<file path="config.mk">
export PLATFORM = sky130hd
export DESIGN_NAME = prcc_ctrl
export DESIGN_NICKNAME = d
export VERILOG_FILES = /design/src/rtl/prcc_pkg.sv /design/src/rtl/prcc_ctrl.sv
export SDC_FILE = /design/constraint.sdc
export NUM_CORES = 1
export LEC_CHECK = 0
export ABC_CLOCK_PERIOD_IN_PS = 4600
export BUFFER_PORTS_ARGS = -buffer_cell sky130_fd_sc_hd__buf_2
export CAP_MARGIN = 40
export CORE_AREA = 5 5 42 44
export DETAILED_ROUTE_END_ITERATION = 8
export DIE_AREA = 0 0 47 49
export GPL_ROUTABILITY_DRIVEN = 0
export PLACE_DENSITY = 0.6
export SLEW_MARGIN = 30
export SYNTH_ARGS = -nofsm -noshare
export SYNTH_HDL_FRONTEND = slang
export SYNTH_SLANG_ARGS = --single-unit
</file>
<file path="constraint.sdc">
create_clock -name clk -period 4.6 [get_ports clk]
set_input_delay 0.46 -clock clk [delete_from_list [all_inputs] [get_ports clk]]
set_output_delay 0.46 -clock clk [all_outputs]
set_load 0.02 [all_outputs]
</file>
<file path="src/rtl/prcc_pkg.sv">
// prcc_pkg: shared types and constants of the ratio-cut cost unit
// used by the controller, the datapath and the top level; no dependencies

package prcc_pkg;

	// sizes
	localparam int MAX_NODES  = 4096;
	localparam int MAX_PARTS  = 16;
	localparam int NODE_W     = $clog2(MAX_NODES);
	localparam int LABEL_W    = 4;
	localparam int PART_IDX_W = $clog2(MAX_PARTS);
	localparam int PCNT_W     = 5;
	localparam int WEIGHT_W   = 13;
	localparam int CUT_W      = 18;
	localparam int FRAC_W     = 16;
	localparam int TERM_W     = CUT_W + FRAC_W;
	localparam int SUM_W      = TERM_W + PART_IDX_W;
	localparam int COST_W     = 40;
	localparam int DIV_STEPS  = SUM_W;
	localparam int DIV_CNT_W  = $clog2(DIV_STEPS);

	// counter limits and register defaults
	localparam logic [WEIGHT_W-1:0] WEIGHT_MAX   = '1;
	localparam logic [CUT_W-1:0]    CUT_MAX      = '1;
	localparam logic [PCNT_W-1:0]   PART_MIN     = PCNT_W'(2);
	localparam logic [PCNT_W-1:0]   PART_LIMIT   = PCNT_W'(MAX_PARTS);
	localparam logic [PCNT_W-1:0]   PART_DEFAULT = PCNT_W'(2);

	// request opcodes
	localparam logic [1:0] OP_LOAD   = 2'd0;
	localparam logic [1:0] OP_EDGE   = 2'd1;
	localparam logic [1:0] OP_FINISH = 2'd2;

	// request payload
	typedef struct packed {
		logic [1:0]        op;
		logic [NODE_W-1:0] node_index;
		logic [LABEL_W-1:0] partition;
		logic [NODE_W-1:0] src_node;
		logic [NODE_W-1:0] dst_node;
	} req_t;

	// result payload
	typedef struct packed {
		logic [COST_W-1:0] cost;
		logic              empty_partition;
		logic              label_error;
	} result_t;

	// controller to datapath commands
	typedef struct packed {
		logic cap;
		logic fin_clr;
		logic lbl_wr;
		logic edge_rd;
		logic cut_a;
		logic cut_b;
		logic div_load_term;
		logic div_load_final;
		logic div_step;
		logic term_add;
		logic emit;
	} cmd_t;

	// datapath to controller status
	typedef struct packed {
		logic div_last;
		logic idx_last;
	} status_t;

endpackage

</file>
<file path="src/rtl/prcc_ctrl.sv">
// prcc_ctrl: sequencer of the ratio-cut cost unit
// depends on prcc_pkg for request opcodes and the command/status structs

module prcc_ctrl (
	input  logic               clk,
	input  logic               arst_n,
	input  logic               start,
	input  logic [1:0]         op,
	input  prcc_pkg::status_t  status,
	output logic               busy,
	output prcc_pkg::cmd_t     cmd
);
	import prcc_pkg::*;

	typedef enum logic [3:0] {
		ST_IDLE,
		ST_LOAD,
		ST_EDGE_RD,
		ST_EDGE_A,
		ST_EDGE_B,
		ST_FIN_LOAD,
		ST_FIN_DIV,
		ST_FIN_ACC,
		ST_FINAL_LOAD,
		ST_FINAL_DIV,
		ST_EMIT
	} state_t;

	state_t state_q;
	state_t state_d;
	logic   busy_q;
	logic   accept;

	assign busy   = busy_q;
	assign accept = start && !busy_q;

	// next state and command decode
	always_comb begin
		state_d = state_q;
		cmd     = '0;
		case (state_q)
			ST_IDLE: begin
				if (accept) begin
					cmd.cap = 1'b1;
					case (op)
						OP_LOAD: state_d = ST_LOAD;
						OP_EDGE: state_d = ST_EDGE_RD;
						OP_FINISH: begin
							cmd.fin_clr = 1'b1;
							state_d     = ST_FIN_LOAD;
						end
						default: state_d = ST_IDLE;
					endcase
				end
			end
			ST_LOAD: begin
				cmd.lbl_wr = 1'b1;
				state_d    = ST_IDLE;
			end
			ST_EDGE_RD: begin
				cmd.edge_rd = 1'b1;
				state_d     = ST_EDGE_A;
			end
			ST_EDGE_A: begin
				cmd.cut_a = 1'b1;
				state_d   = ST_EDGE_B;
			end
			ST_EDGE_B: begin
				cmd.cut_b = 1'b1;
				state_d   = ST_IDLE;
			end
			ST_FIN_LOAD: begin
				cmd.div_load_term = 1'b1;
				state_d           = ST_FIN_DIV;
			end
			ST_FIN_DIV: begin
				cmd.div_step = 1'b1;
				if (status.div_last) begin
					state_d = ST_FIN_ACC;
				end
			end
			ST_FIN_ACC: begin
				cmd.term_add = 1'b1;
				state_d      = status.idx_last ? ST_FINAL_LOAD : ST_FIN_LOAD;
			end
			ST_FINAL_LOAD: begin
				cmd.div_load_final = 1'b1;
				state_d            = ST_FINAL_DIV;
			end
			ST_FINAL_DIV: begin
				cmd.div_step = 1'b1;
				if (status.div_last) begin
					state_d = ST_EMIT;
				end
			end
			ST_EMIT: begin
				cmd.emit = 1'b1;
				state_d  = ST_IDLE;
			end
			default: state_d = ST_IDLE;
		endcase
	end

	// state and registered busy
	always_ff @(posedge clk or negedge arst_n) begin
		if (!arst_n) begin
			state_q <= ST_IDLE;
			busy_q  <= 1'b0;
		end else begin
			state_q <= state_d;
			busy_q  <= (state_d != ST_IDLE);
		end
	end

endmodule

</file>
# Word level (Yosys, flattened, before mapping)
# Cells that the tools add are included.
# op_classes
shift,0
n_div,0
n_addsub,0
reduce_logical,6
bitwise,0
muxes,18
eq_ne,12
magnitude_cmp,0
n_mul,0
# ops
op,count
case mux 4 bit (8 select lines),1
"== test 4 x 3 -> 1 bit, second input constant",4
two-way mux 4 bit,4
"== test 4 bit, second input constant",3
two-way mux 1 bit,10
case mux 3 bit (3 select lines),1
"== test 4 x 2 -> 1 bit, second input constant",2
"== test 4 x 1 -> 1 bit, second input constant",1
logical NOT 4 bit,1
two-way mux 2 bit,2
nonzero test 4 bit,1
"== test 2 x 1 -> 1 bit, second input constant",1
"== test 2 bit, second input constant",1
logical NOT 2 bit,1
OR reduction 2 bit,1
logical AND 1 bit,1
logical NOT 1 bit,1
# word_totals
elab_cells,38
romBits,0
memories,0
ramBits,0
output_inout_bits,12
regBits,5
latchBits,0

# Logic depth before layout (Yosys ltp)
# depth
ltp_word,5
depth_mapped,5

# Worst setup path after synthesis
# Ideal clock, no wire load.
# synth_timing
path_type,reg-to-output
from,register state_q[2]
to,output cmd[9] (netlist bit)
n_path_buf,1
stages_incl_launch_ff,5
arrival_ns,1.486
setup_slack_ns,2.654
path_cell_list,dfrtp_1 -> buf_2 -> or4_1 -> nor3_1 -> and2_1
# synth_lines
item,line,source
"start, declared",prcc_ctrl.sv:29,state_t state_q;
"start signal, assigned",prcc_ctrl.sv:110,state_q <= state_d;
"end, declared",prcc_ctrl.sv:11,output prcc_pkg::cmd_t cmd

==> results.sh <==
export IMPL_final_min_clock_period_ps=2340
export IMPL_grtUsageTotal_pct=9.91
export IMPL_cts_tree="done"
export IMPL_cts_setup_buffers=0
export IMPL_cts_path_max_buffers=2
export IMPL_fillers=160
export IMPL_synthTopCellsByCount="7 x nor3_1, 5 x dfrtp_1, 5 x nor2_1, 4 x inv_1"
export IMPL_muxShareOfSynthArea_pct=0
export IMPL_dr_first_iter_drc_count=8
export IMPL_async_reset_ff_share_pct=100
export IMPL_peakVddDrop_mv=0.183
export IMPL_clk_pin_slew_worst_paths_ps=40
export IMPL_worstSkewPairLatency_ps=230
export IMPL_synth_flop_cell="dfrtp_1"
export IMPL_synth_largest_area_cell="dfrtp_1"
export IMPL_dp_slack_ps=2500
export IMPL_postSynthAreaPerCell_um2=8.32
export IMPL_die_area_mm2=0.00230
export IMPL_layout_drive_gt1_share_pct=37.3
export IMPL_skew_ps=1.82
export IMPL_yosysWarnings=0
export IMPL_hold_class="input port to asynchronous set/reset pin"
export IMPL_grt_pass1_vias=379
export IMPL_ios=19
export IMPL_cts_root_buffer="clkbuf_4"
export IMPL_die_x_um=47
export IMPL_crit_path_start_kind="flop"
export IMPL_postRouteAntennaNets=0
export IMPL_register_area_um2=125
export IMPL_synth_area_um2=408
export IMPL_holdBufCountCts=0
export IMPL_worst_slew_pin_slew_ps=412
export IMPL_synth_xor_area_share_pct=0
export IMPL_synth_top_family_by_area="simple AND/OR/NAND/NOR gates"
export IMPL_hold_viol=0
export IMPL_via_per_inst=4.82
export IMPL_multi_input_area_um2=236
export IMPL_antenna_cells=0
export IMPL_maxCapViolCount=0
export IMPL_finalSetupTns_ps=0
export IMPL_hpwl_um=814
export IMPL_synth_net_count=56
export IMPL_power_density_mw_per_mm2=545
export IMPL_synth_compound_area_share_pct=18.7
export IMPL_ys_ff_latch=5
export IMPL_coreArea_mm2=0.00140
export IMPL_cts_buffers=3
export IMPL_dr_pass1_iters=4
export IMPL_yosysSeqAreaShare_pct=30.7
export IMPL_cp_max_fo=12
export IMPL_p_leak_nw=0.257
export IMPL_ctsResizeCount=0
export IMPL_wirelength_um=1000
export IMPL_report_final_slew_viol_count=0
export IMPL_areaGrowthSynthToFinish_pct=25.8
export IMPL_antenna_found_initial=0
export IMPL_post_route_util_pct=36.6
export IMPL_synth_most_common_cell="nor3_1"
export IMPL_status="complete, no violations"
export IMPL_via_count=400
export IMPL_critPathRequiredTime_ps=4140
export IMPL_route_detailed_wl_per_inst_um=12.1
export IMPL_grt_max_degree=13
export IMPL_rsz0062_at_grt="false"
export IMPL_numPortBuffers=18
export IMPL_drt_drc_violations_left=0
export IMPL_post_route_worst_setup_slack_ps=2260
export IMPL_ys_types=24
export IMPL_synth_top_area_share_pct=30.7
export IMPL_cts_sinks=5
export IMPL_critPathArrivalTime_ps=1880
export IMPL_fmax_ghz=0.428
export IMPL_timing_final_crit_share_pct=50.8
export IMPL_std_cell_rows=14
export IMPL_synthTopCellsByArea="dfrtp_1 31%, nor3_1 8.6%, a221o_1 4.9%"
export IMPL_synth_enable_flop_cells=0
export IMPL_total_power_mw=0.280
export IMPL_worstSetupEndpointType="output pin"
export IMPL_max_slew_margin_pct=72.5
export IMPL_grt_pass1_wl_um=1700
export IMPL_initial_core_util_pct=29.1
export IMPL_h_tree_depth=1
export IMPL_setup_violations=0
export IMPL_yosys_area_share_simple_pct=39.3
export IMPL_die_y_um=49
export IMPL_nNetsFinal=75
export IMPL_overflow=0
export IMPL_startpoint="state_q[1]$_DFF_PN0_"
export IMPL_synth_fa_ha_area_share_pct=0
export IMPL_postSynthCellCount=49
export IMPL_crit_type="flop to output pin"
export IMPL_rr_startpoint="state_q[1]$_DFF_PN0_"
==> state kept, by name (all words and copies together), names as in the netlist <==
signal   count
busy         1
state_q      4
==> per-layer routing <==
layer | up-vias | track usage, % | wire, um
met3 | 0 | 2.95 | 46
met5 | - | 0 | 0
li1 | 211 | - | -
met2 | 8 | 14.0 | 482
met1 | 181 | 13.6 | 472
met4 | 0 | 4.15 | 0
==> cell usage in the layout (no fill, tap or decap), types with 2 or more instances in the layout <==
master	Yosys	layout
clkbuf_4	0	3
o22ai_1	2	2
a221o_1	2	2
inv_1	4	4
nand2_1	3	3
nor2b_1	2	2
nor2_1	5	5
dfrtp_1	5	5
nand2b_1	3	3
nor3_1	7	7
buf_2	1	18
==> where the power goes <==
| group | internal (mW) | total [mW] | leakage (nW) | switching [mW] |
|---|---|---|---|---|
| registers | 0.0592 | 0.0904 | 0.0656 | 0.0312 |
| logic | 0.0603 | 0.141 | 0.176 | 0.0804 |
| clock network | 0.0327 | 0.0485 | 0.0150 | 0.0158 |
| total | 0.152 | 0.280 | 0.257 | 0.127 |
==> path summary, 6_finish.rpt <==
path                                         to  slack, ps  cells past startpoint
setup / recovery                         cmd[9]       2260                      4
hold reg to reg            state_q[2]$_DFF_PN0_        760                      3
min in group clk           state_q[2]$_DFF_PN0_        500                      3
max in group asynchronous  state_q[2]$_DFF_PN0_       4450                      1
hold / removal             state_q[1]$_DFF_PN0_         30                      1
setup reg to reg                 busy$_DFF_PN0_       2700                      4
==> area by class of cell <==
| class | instances | share of cell area [%] |
|---|---|---|
| inverters | 4 | 2.93 |
| clock buffers | 4 | 5.12 |
| well taps | 16 | 3.90 |
| multi-input cells | 36 | 46.1 |
| flip-flops and latches | 5 | 24.4 |
| repair buffers | 18 | 17.6 |
==> per-stage QoR <==
step,cells,cell area [um2],hold WS [ps]
2_1_floorplan,49,408,164
3_5_place_dp,79,487,275
5_1_grt,83,513,24.3
4_1_cts,83,513,23.0
3_3_place_gp,79,487,275
6_report,83,513,27.0
==> critical path, stage by stage (launching register included) <==
cell and delay, ps:
dfrtp_1 520, or4_1 550, nor3_1 250, and2_1 170, buf_2 160
==> cells by family (layout without fill, tap and decap cells) <==
kind of cell,after synthesis,count (layout)
compound gates,9,9
buf+inv,8,26
simple gates,27,27
flops,5,5
Power figures use the tool's default switching activity.
